<file path="src/hdl/lsfb_pkg.sv">
// Shared types, constants and a helper function for the LED string frame builder.
package lsfb_pkg;

  // One LED item as it arrives on the input channel.
  typedef struct packed {
    logic [7:0] red;
    logic [7:0] green;
    logic [7:0] blue;
  } led_item_t;

  // One byte for the serial link.
  typedef struct packed {
    logic [7:0] out_byte;
    logic       frame_end;
  } link_byte_t;

  // Frame mode codes; the spare code behaves as grayscale.
  localparam logic [1:0] MODE_GRAY = 2'd0;
  localparam logic [1:0] MODE_DOT  = 2'd1;
  localparam logic [1:0] MODE_CFG  = 2'd2;

  // Preamble headers per mode.
  localparam logic [5:0] HDR_GRAY = 6'h3F;
  localparam logic [5:0] HDR_DOT  = 6'h33;
  localparam logic [5:0] HDR_CFG  = 6'h23;

  // Register indexes on the configuration port.
  localparam logic [1:0] REG_STRING_LEN = 2'd0;
  localparam logic [1:0] REG_FRAME_MODE = 2'd1;
  localparam logic [1:0] REG_SETUP_ONE = 2'd2;
  localparam logic [1:0] REG_SETUP_TWO = 2'd3;

  localparam int JOB_BYTES     = 12;
  localparam int PAYLOAD_BYTES = 6;

  typedef struct packed {
    logic [9:0] string_len;
    logic [1:0] frame_mode;
    logic [9:0] setup_word_one;
    logic [2:0] setup_word_two;
  } frame_cfg_t;

  // Bytes of one LED, preamble first where present; byte 0 goes out first.
  typedef struct packed {
    logic [JOB_BYTES-1:0][7:0] bytes;
    logic                      with_preamble;
    logic                      frame_end;
  } frame_job_t;

  typedef struct packed {
    logic busy;
    logic at_end;
  } ser_status_t;

  function automatic logic parity10(input logic [9:0] v);
    return ^v;
  endfunction

endpackage

</file>
<file path="src/hdl/lsfb_format.sv">
// Formatting stage: builds the preamble and payload bytes of one LED and tracks the LED position.
module lsfb_format import lsfb_pkg::*; #(
  parameter int COUNT_BITS = 10
) (
  input  logic       clk,
  input  logic       rst,
  input  frame_cfg_t cfg,
  input  led_item_t  item,
  input  logic       item_valid,
  output logic       item_ready,
  input  logic       job_take,
  output frame_job_t job,
  output logic       job_valid
);

  localparam logic [9:0] CountMask = 10'((1 << COUNT_BITS) - 1);

  logic [9:0]  led_position;
  logic [9:0]  led_position_next;
  logic        accept;
  logic [9:0]  last_pos;
  logic        is_last;
  logic [9:0]  count;
  logic [5:0]  header;
  logic [3:0]  par;
  logic [15:0] word0;
  logic [15:0] word1;
  logic [15:0] word2;
  logic [15:0] setup_one;
  logic [PAYLOAD_BYTES-1:0][7:0] payload;
  frame_job_t  job_next;

  assign item_ready = !job_valid || job_take;
  assign accept     = item_valid && item_ready;

  always_comb begin
    last_pos = cfg.string_len - 10'd1;
    is_last  = (led_position >= last_pos);
    led_position_next = is_last ? 10'd0 : led_position + 10'd1;

    case (cfg.frame_mode)
      MODE_DOT: begin
        header = HDR_DOT;
        count  = last_pos & CountMask;
      end
      MODE_CFG: begin
        header = HDR_CFG;
        count  = cfg.string_len & CountMask;
      end
      default: begin
        header = HDR_GRAY;
        count  = last_pos & CountMask;
      end
    endcase

    par[0] = parity10(count);
    par[1] = 1'b0;
    par[2] = ^header;
    par[3] = par[0] ^ par[2];
    word0 = {header, 10'd0};
    word1 = {header, count};
    word2 = {par, 2'b00, count};
    setup_one = {6'd0, cfg.setup_word_one};

    case (cfg.frame_mode)
      MODE_DOT: begin
        for (int i = 0; i < PAYLOAD_BYTES; i++) payload[i] = 8'hFF;
      end
      MODE_CFG: begin
        payload[0] = setup_one[15:8];
        payload[1] = setup_one[7:0];
        payload[2] = setup_one[15:8];
        payload[3] = setup_one[7:0];
        payload[4] = 8'h00;
        payload[5] = {5'd0, cfg.setup_word_two};
      end
      default: begin
        payload[0] = item.red;
        payload[1] = 8'h00;
        payload[2] = item.green;
        payload[3] = 8'h00;
        payload[4] = item.blue;
        payload[5] = 8'h00;
      end
    endcase

    job_next = '0;
    job_next.frame_end     = is_last;
    job_next.with_preamble = (led_position == 10'd0);
    if (led_position == 10'd0) begin
      job_next.bytes[0] = word0[15:8];
      job_next.bytes[1] = word0[7:0];
      job_next.bytes[2] = word1[15:8];
      job_next.bytes[3] = word1[7:0];
      job_next.bytes[4] = word2[15:8];
      job_next.bytes[5] = word2[7:0];
      for (int i = 0; i < PAYLOAD_BYTES; i++) job_next.bytes[PAYLOAD_BYTES + i] = payload[i];
    end else begin
      for (int i = 0; i < PAYLOAD_BYTES; i++) job_next.bytes[i] = payload[i];
    end
  end

  always_ff @(posedge clk) begin
    if (rst) begin
      job_valid    <= 1'b0;
      led_position <= 10'd0;
    end else if (accept) begin
      job_valid    <= 1'b1;
      led_position <= led_position_next;
    end else if (job_take) begin
      job_valid <= 1'b0;
    end
  end

  always_ff @(posedge clk) begin
    if (accept) begin
      job <= job_next;
    end
  end

endmodule

</file>
<file path="src/hdl/lsfb_serial.sv">
// Byte serialiser: holds one LED's bytes and sends them out one per transfer.
module lsfb_serial import lsfb_pkg::*; (
  input  logic        clk,
  input  logic        rst,
  input  frame_job_t  job,
  input  logic        job_valid,
  output logic        job_take,
  output link_byte_t  link,
  output logic        link_valid,
  input  logic        link_ready,
  output ser_status_t status
);

  localparam int IdxBits = $clog2(JOB_BYTES);
  localparam logic [IdxBits-1:0] LastLong  = IdxBits'(JOB_BYTES - 1);
  localparam logic [IdxBits-1:0] LastShort = IdxBits'(PAYLOAD_BYTES - 1);

  logic                      busy;
  logic [IdxBits-1:0]        idx;
  logic [JOB_BYTES-1:0][7:0] buffer;
  logic                      with_preamble;
  logic                      frame_end;
  logic                      at_end;

  assign at_end   = (idx == (with_preamble ? LastLong : LastShort));
  assign job_take = job_valid && (!busy || (link_ready && at_end));

  assign link_valid     = busy;
  assign link.out_byte  = buffer[idx];
  assign link.frame_end = frame_end && at_end;
  assign status.busy    = busy;
  assign status.at_end  = at_end;

  always_ff @(posedge clk) begin
    if (rst) begin
      busy <= 1'b0;
      idx  <= '0;
    end else if (job_take) begin
      busy <= 1'b1;
      idx  <= '0;
    end else if (busy && link_ready) begin
      if (at_end) begin
        busy <= 1'b0;
      end else begin
        idx <= idx + 1'b1;
      end
    end
  end

  always_ff @(posedge clk) begin
    if (job_take) begin
      buffer        <= job.bytes;
      with_preamble <= job.with_preamble;
      frame_end     <= job.frame_end;
    end
  end

endmodule

</file>
<file path="src/hdl/led_string_frame_builder.sv">
// Top level of the LED string frame builder: configuration registers, formatter and serialiser.
// The first byte of an LED passes through the formatter's job register and the serialiser's
// byte buffer before it is offered on the link.
// Throughput: six link bytes per LED, twelve for the first LED of a frame, sent by the
// serialiser one per cycle while link_ready is high; the formatter takes a new LED every cycle
// whenever its single job register is free or being emptied.
// Reset (rst, synchronous) empties both stages, restarts the frame and loads default registers.
module led_string_frame_builder import lsfb_pkg::*; #(
  parameter int COUNT_BITS = 10
) (
  input  logic        clk,
  input  logic        rst,
  input  led_item_t   led,
  input  logic        led_valid,
  output logic        led_ready,
  output link_byte_t  link,
  output logic        link_valid,
  input  logic        link_ready,
  input  logic        psel,
  input  logic        penable,
  input  logic        pwrite,
  input  logic [3:0]  paddr,
  input  logic [31:0] pwdata,
  output logic [31:0] prdata,
  output logic        pready
);

  // The configuration registers. They must be written only while the block is idle (the block
  // does not enforce it), so the formatter may read them directly when an LED is taken.
  logic [9:0]  string_len;
  logic [1:0]  frame_mode;
  logic [9:0]  setup_word_one;
  logic [2:0]  setup_word_two;
  frame_cfg_t  cfg;
  logic        reg_write;
  logic [1:0]  reg_index;

  frame_job_t  job;
  logic        job_valid;
  logic        job_take;
  ser_status_t ser_status;

  assign pready    = 1'b1;
  assign reg_index = paddr[3:2];
  assign reg_write = psel && penable && pwrite;

  always_ff @(posedge clk) begin
    if (rst) begin
      string_len     <= 10'd40;
      frame_mode     <= MODE_GRAY;
      setup_word_one <= 10'd878;
      setup_word_two <= 3'd7;
    end else if (reg_write) begin
      unique case (reg_index)
        REG_STRING_LEN: string_len     <= pwdata[9:0];
        REG_FRAME_MODE: frame_mode     <= pwdata[1:0];
        REG_SETUP_ONE:  setup_word_one <= pwdata[9:0];
        REG_SETUP_TWO:  setup_word_two <= pwdata[2:0];
        default: ;
      endcase
    end
  end

  // Read-back is a plain decode of the word address.
  always_comb begin
    unique case (reg_index)
      REG_STRING_LEN: prdata = {22'd0, string_len};
      REG_FRAME_MODE: prdata = {30'd0, frame_mode};
      REG_SETUP_ONE:  prdata = {22'd0, setup_word_one};
      REG_SETUP_TWO:  prdata = {29'd0, setup_word_two};
      default:        prdata = 32'd0;
    endcase
  end

  assign cfg = '{string_len:     string_len,
                 frame_mode:     frame_mode,
                 setup_word_one: setup_word_one,
                 setup_word_two: setup_word_two};

  // The formatter turns one LED transfer into a complete job of six or twelve bytes in a
  // single registered pass, and keeps the position of the next LED in the frame.
  lsfb_format #(
    .COUNT_BITS(COUNT_BITS)
  ) u_format (
    .clk        (clk),
    .rst        (rst),
    .cfg        (cfg),
    .item       (led),
    .item_valid (led_valid),
    .item_ready (led_ready),
    .job_take   (job_take),
    .job        (job),
    .job_valid  (job_valid)
  );

  // The serialiser takes the waiting job as soon as its last byte transfer completes, so
  // bytes of consecutive LEDs follow without a gap.
  lsfb_serial u_serial (
    .clk        (clk),
    .rst        (rst),
    .job        (job),
    .job_valid  (job_valid),
    .job_take   (job_take),
    .link       (link),
    .link_valid (link_valid),
    .link_ready (link_ready),
    .status     (ser_status)
  );

  // A job that is not taken must still be waiting in the next cycle.
  assert property (@(posedge clk) disable iff (rst)
    job_valid && !job_take |=> job_valid)
    else $error("formatter job lost before the serialiser took it");

  // An accepted LED always leaves a job behind.
  assert property (@(posedge clk) disable iff (rst)
    led_valid && led_ready |=> job_valid)
    else $error("accepted LED produced no job");

  // The frame end mark may only sit on the last byte of a job.
  assert property (@(posedge clk) disable iff (rst)
    link_valid && link.frame_end |-> ser_status.at_end)
    else $error("frame end marked on a byte other than the last of an LED");

  // The serialiser only takes a job once the previous one has fully gone out.
  assert property (@(posedge clk) disable iff (rst)
    job_take && ser_status.busy |-> link_ready && ser_status.at_end)
    else $error("serialiser overwrote a job still being sent");

endmodule
</file>
<file path="config.mk">
export PLATFORM = sky130hd
export DESIGN_NAME = led_string_frame_builder
export DESIGN_NICKNAME = d
export VERILOG_FILES = /design/src/hdl/lsfb_pkg.sv /design/src/hdl/lsfb_format.sv /design/src/hdl/lsfb_serial.sv /design/src/hdl/led_string_frame_builder.sv
export SDC_FILE = /design/constraint.sdc
export NUM_CORES = 1
export LEC_CHECK = 0
export BUFFER_PORTS_ARGS = -buffer_cell sky130_fd_sc_hd__buf_2
export CAP_MARGIN = 30
export CORE_MARGIN = 5
export CORE_UTILIZATION = 55
export DETAILED_ROUTE_END_ITERATION = 6
export PLACE_DENSITY_LB_ADDON = 0.12
export RECOVER_POWER = 25
export REMOVE_ABC_BUFFERS = 1
export SLEW_MARGIN = 20
export SYNTH_ARGS = -nofsm -noshare
export SYNTH_HDL_FRONTEND = slang
export SYNTH_SLANG_ARGS = --single-unit
export TNS_END_PERCENT = 50
</file>
<file path="constraint.sdc">
create_clock -name clk -period 4.9 [get_ports clk]
set_input_delay 0.49 -clock clk [delete_from_list [all_inputs] [get_ports clk]]
set_output_delay 0.49 -clock clk [all_outputs]
set_load 0.02 [all_outputs]
</file>
==> results.cfg <==
[place]
portBuffers = 63
place_congestion = 0.8065
dp_hpwl_um = 12430
dp.cells = 982

[global_route]
grt_max_degree = 66
grt_use_total_pct = 19.33
antenna_found_initial = 0
grt_pass1_vias = 5846
globalRouteOverflowTotal = 0
grt_pass1_wl_um = 30740

[clock_network]
clockBufferDepth = 3
cts_sinks = 213
cts_setup_buffers = 0
htree_levels = 1
cts_root_buffer = clkbuf_16
insertion_delay_ps = 510
cts_resized = 0
cts_buffers = 22
hold_buffers = 0
clk_pin_slew_ps = 60
cts_tree = yes

[worst_setup_path]
worst_setup_path_end_kind = flop
path_max_fanout = 10
reg2reg_slack_ps = 1690
worst-r2r-cell-count = 12
reg2reg_from = string_len[0]
slowest_delay_ps = 570
worst_r2r_endpoint = u_format.led_position[1]
critPathTopFamily = simple AND/OR/NAND/NOR gates
crit_buf_inv = 1
slowest_stage = or3b_1
critPathLaunchType = flop
crit_required_ps = 5230
path_cells = inv_1 -> ha_1 -> or3b_1 -> nor3_1 -> xnor2_1 -> ha_1 -> nand2_1 -> nand2_1 -> a21o_1 -> o21ai_0 -> nor2_1 -> o32ai_1
crit_type = reg2reg
cp_data_arrival_time_ps = 3540

[sta]
finalHoldViolCount = 0
finalCritPeriodShare_pct = 65.47
fin_setup_tns_ps = 0
timing.hold.ws_ps = 197.2
worst_slew_pin_slew_ps = 896.7
setup_viol = 0
timing.fmax_ghz = 0.3117
rsz0062_at_grt = false
skew_ps = 28.25
fin_crit_ps = 3208
maxSlewHeadroom_pct = 40.10
maxSlewViolCount = 0

[synth]
synth.avg_cell_area_um2 = 12.97
syn_inst = 731
ys.flop_type = edfxtp_1
synth-edff-count = 172
async_flop_share_pct = 0
netlist_area_um2 = 9482
yosysWarningCount = 0
yosysUniqueCellTypes = 48
synth.ff_latch_count = 213
yosysSeqAreaShare_pct = 63.13

[route]
route.detailed.drc = 0
wl_um = 19130
dr.pass1.iters = 5
first_iter_violations = 336
routed_via_density = 5.602
wl_per_cell_um = 18.74
ant_nets = 0
vias = 5720

[floorplanning]
coreArea_um2 = 17120
die-area_um2 = 19970
initial_core_util_pct = 55.39
fp.dieH_um = 141.3
dieWidth_um = 141.3
row_count = 48
io_pins = 111

[final_layout]
layout-area-overhead-vs-synth_pct = 11.27
final_util_pct = 61.64
antenna_cells = 0
final_common_cell = edfxtp_1
final_cell_mix = edfxtp_1 (172), nor2_1 (81), buf_2 (62)
fin_cells = 1021
nets = 864
drive_gt1_share_pct = 17.46

[power]
p_per_area_nw_per_um2 = 374.5
power_w = 0.003951
total_leakage_power_nw = 3.785
ir_drop_v = 0.0002867

[job]
cap_violations = 0

[outcome]
status = complete, no violations

[min_path]
hold_end = setup_word_one[3]
hold_class = in2reg
hp-start = pwdata[3]
hold_depth = 2
layer usage:
layer | up-vias | track usage [%] | wire length (um)
li1 | 2715 | - | -
met1 | 2797 | 26.52 | 8218
met2 | 175 | 32.76 | 9399
met3 | 33 | 3.269 | 1199
met4 | 0 | 4.284 | 314
met5 | - | 0 | 0
cell usage after synthesis (2+ instances only):
master | instances | area, um^2
clkbuf_1 | 33 | 123.9
and2_1 | 5 | 31.28
nor2b_1 | 12 | 75.07
nand4_1 | 7 | 43.79
xnor2_1 | 24 | 210.2
nand2b_1 | 8 | 50.05
ha_1 | 16 | 200.2
edfxtp_1 | 172 | 5165
dfxtp_1 | 41 | 820.8
o31ai_1 | 2 | 15.01
buf_4 | 23 | 172.7
mux4_2 | 26 | 585.6
xor2_1 | 14 | 122.6
buf_2 | 6 | 30.03
buf_6 | 2 | 22.52
conb_1 | 2 | 7.510
a21o_1 | 7 | 52.55
and3_1 | 5 | 31.28
nand3b_1 | 3 | 22.52
a211oi_1 | 9 | 67.56
nor3_1 | 9 | 45.04
nand3_1 | 7 | 35.03
buf_1 | 8 | 30.03
nor4_1 | 2 | 12.51
a21oi_1 | 61 | 305.3
a211o_1 | 12 | 105.1
or3_1 | 2 | 12.51
inv_1 | 15 | 56.30
nor2_1 | 81 | 304.0
o21ai_0 | 22 | 110.1
nand2_1 | 52 | 195.2
mux2i_1 | 26 | 260.3
o22ai_1 | 2 | 12.51
cells by family (layout without fill, tap and decap cells):
family	count (synthesis)	in the layout	share of synthesized area [%]
AO/OA/AOI/OAI	120	120	7.469
XOR/XNOR	39	39	3.682
adder cells (fa/ha/maj)	16	16	2.111
buffers and inverters	87	131	4.592
flip-flops	213	213	63.13
multiplexers	53	53	9.039
other	2	23	0.07921
AND/OR/NAND/NOR	201	201	9.897
state kept, by name, indices dropped and copies added, names as in the netlist:
| name | cells |
|---|---|
| frame_mode | 2 |
| setup_word_one | 10 |
| setup_word_two | 3 |
| string_len | 10 |
| u_format.job | 86 |
| u_format.job_valid | 1 |
| u_format.led_position | 10 |
| u_serial.buffer | 84 |
| u_serial.frame_end | 1 |
| u_serial.idx | 4 |
| u_serial.link_valid | 1 |
| u_serial.with_preamble | 1 |
where the power goes:
| part | internal, W | switching [W] |
|---|---|---|
| clock | 0.000863 | 0.000644 |
| sequential | 0.00209 | 0.0000353 |
| combinational | 0.000109 | 0.000205 |
worst max-delay path by stage:
stage                                    end  slack, ps             from  depth (start not counted)
global route        u_format.led_position[5]       1480    string_len[0]                         11
floorplan           u_format.led_position[6]       -460  u_serial.idx[0]                          7
detailed placement  u_format.led_position[1]       1760    string_len[0]                         12
global placement    u_format.led_position[1]       1820    string_len[0]                         12
finish              u_format.led_position[1]       1690    string_len[0]                         12
CTS                 u_format.led_position[1]       1700    string_len[0]                         12
final cells by class:
class,count,area (um^2)
repair buffers,77,422.9
inverters,15,56.30
well taps,225,281.5
multi-input cells,452,3152
fillers,1334,6566
flip-flops and latches,213,5986
clock inverters,6,40.04
clock buffers,33,611.8
through the flow:
stage / worst slack (ps) / cell area [um^2]
floorplan: -458.9 / 9181
global placement: 1824 / 9873
detailed placement: 1758 / 9899
CTS: 1698 / 10550
global route: 1479 / 10550
finish: 1692 / 10550
Note: power is estimated with default switching activity, not from simulation.
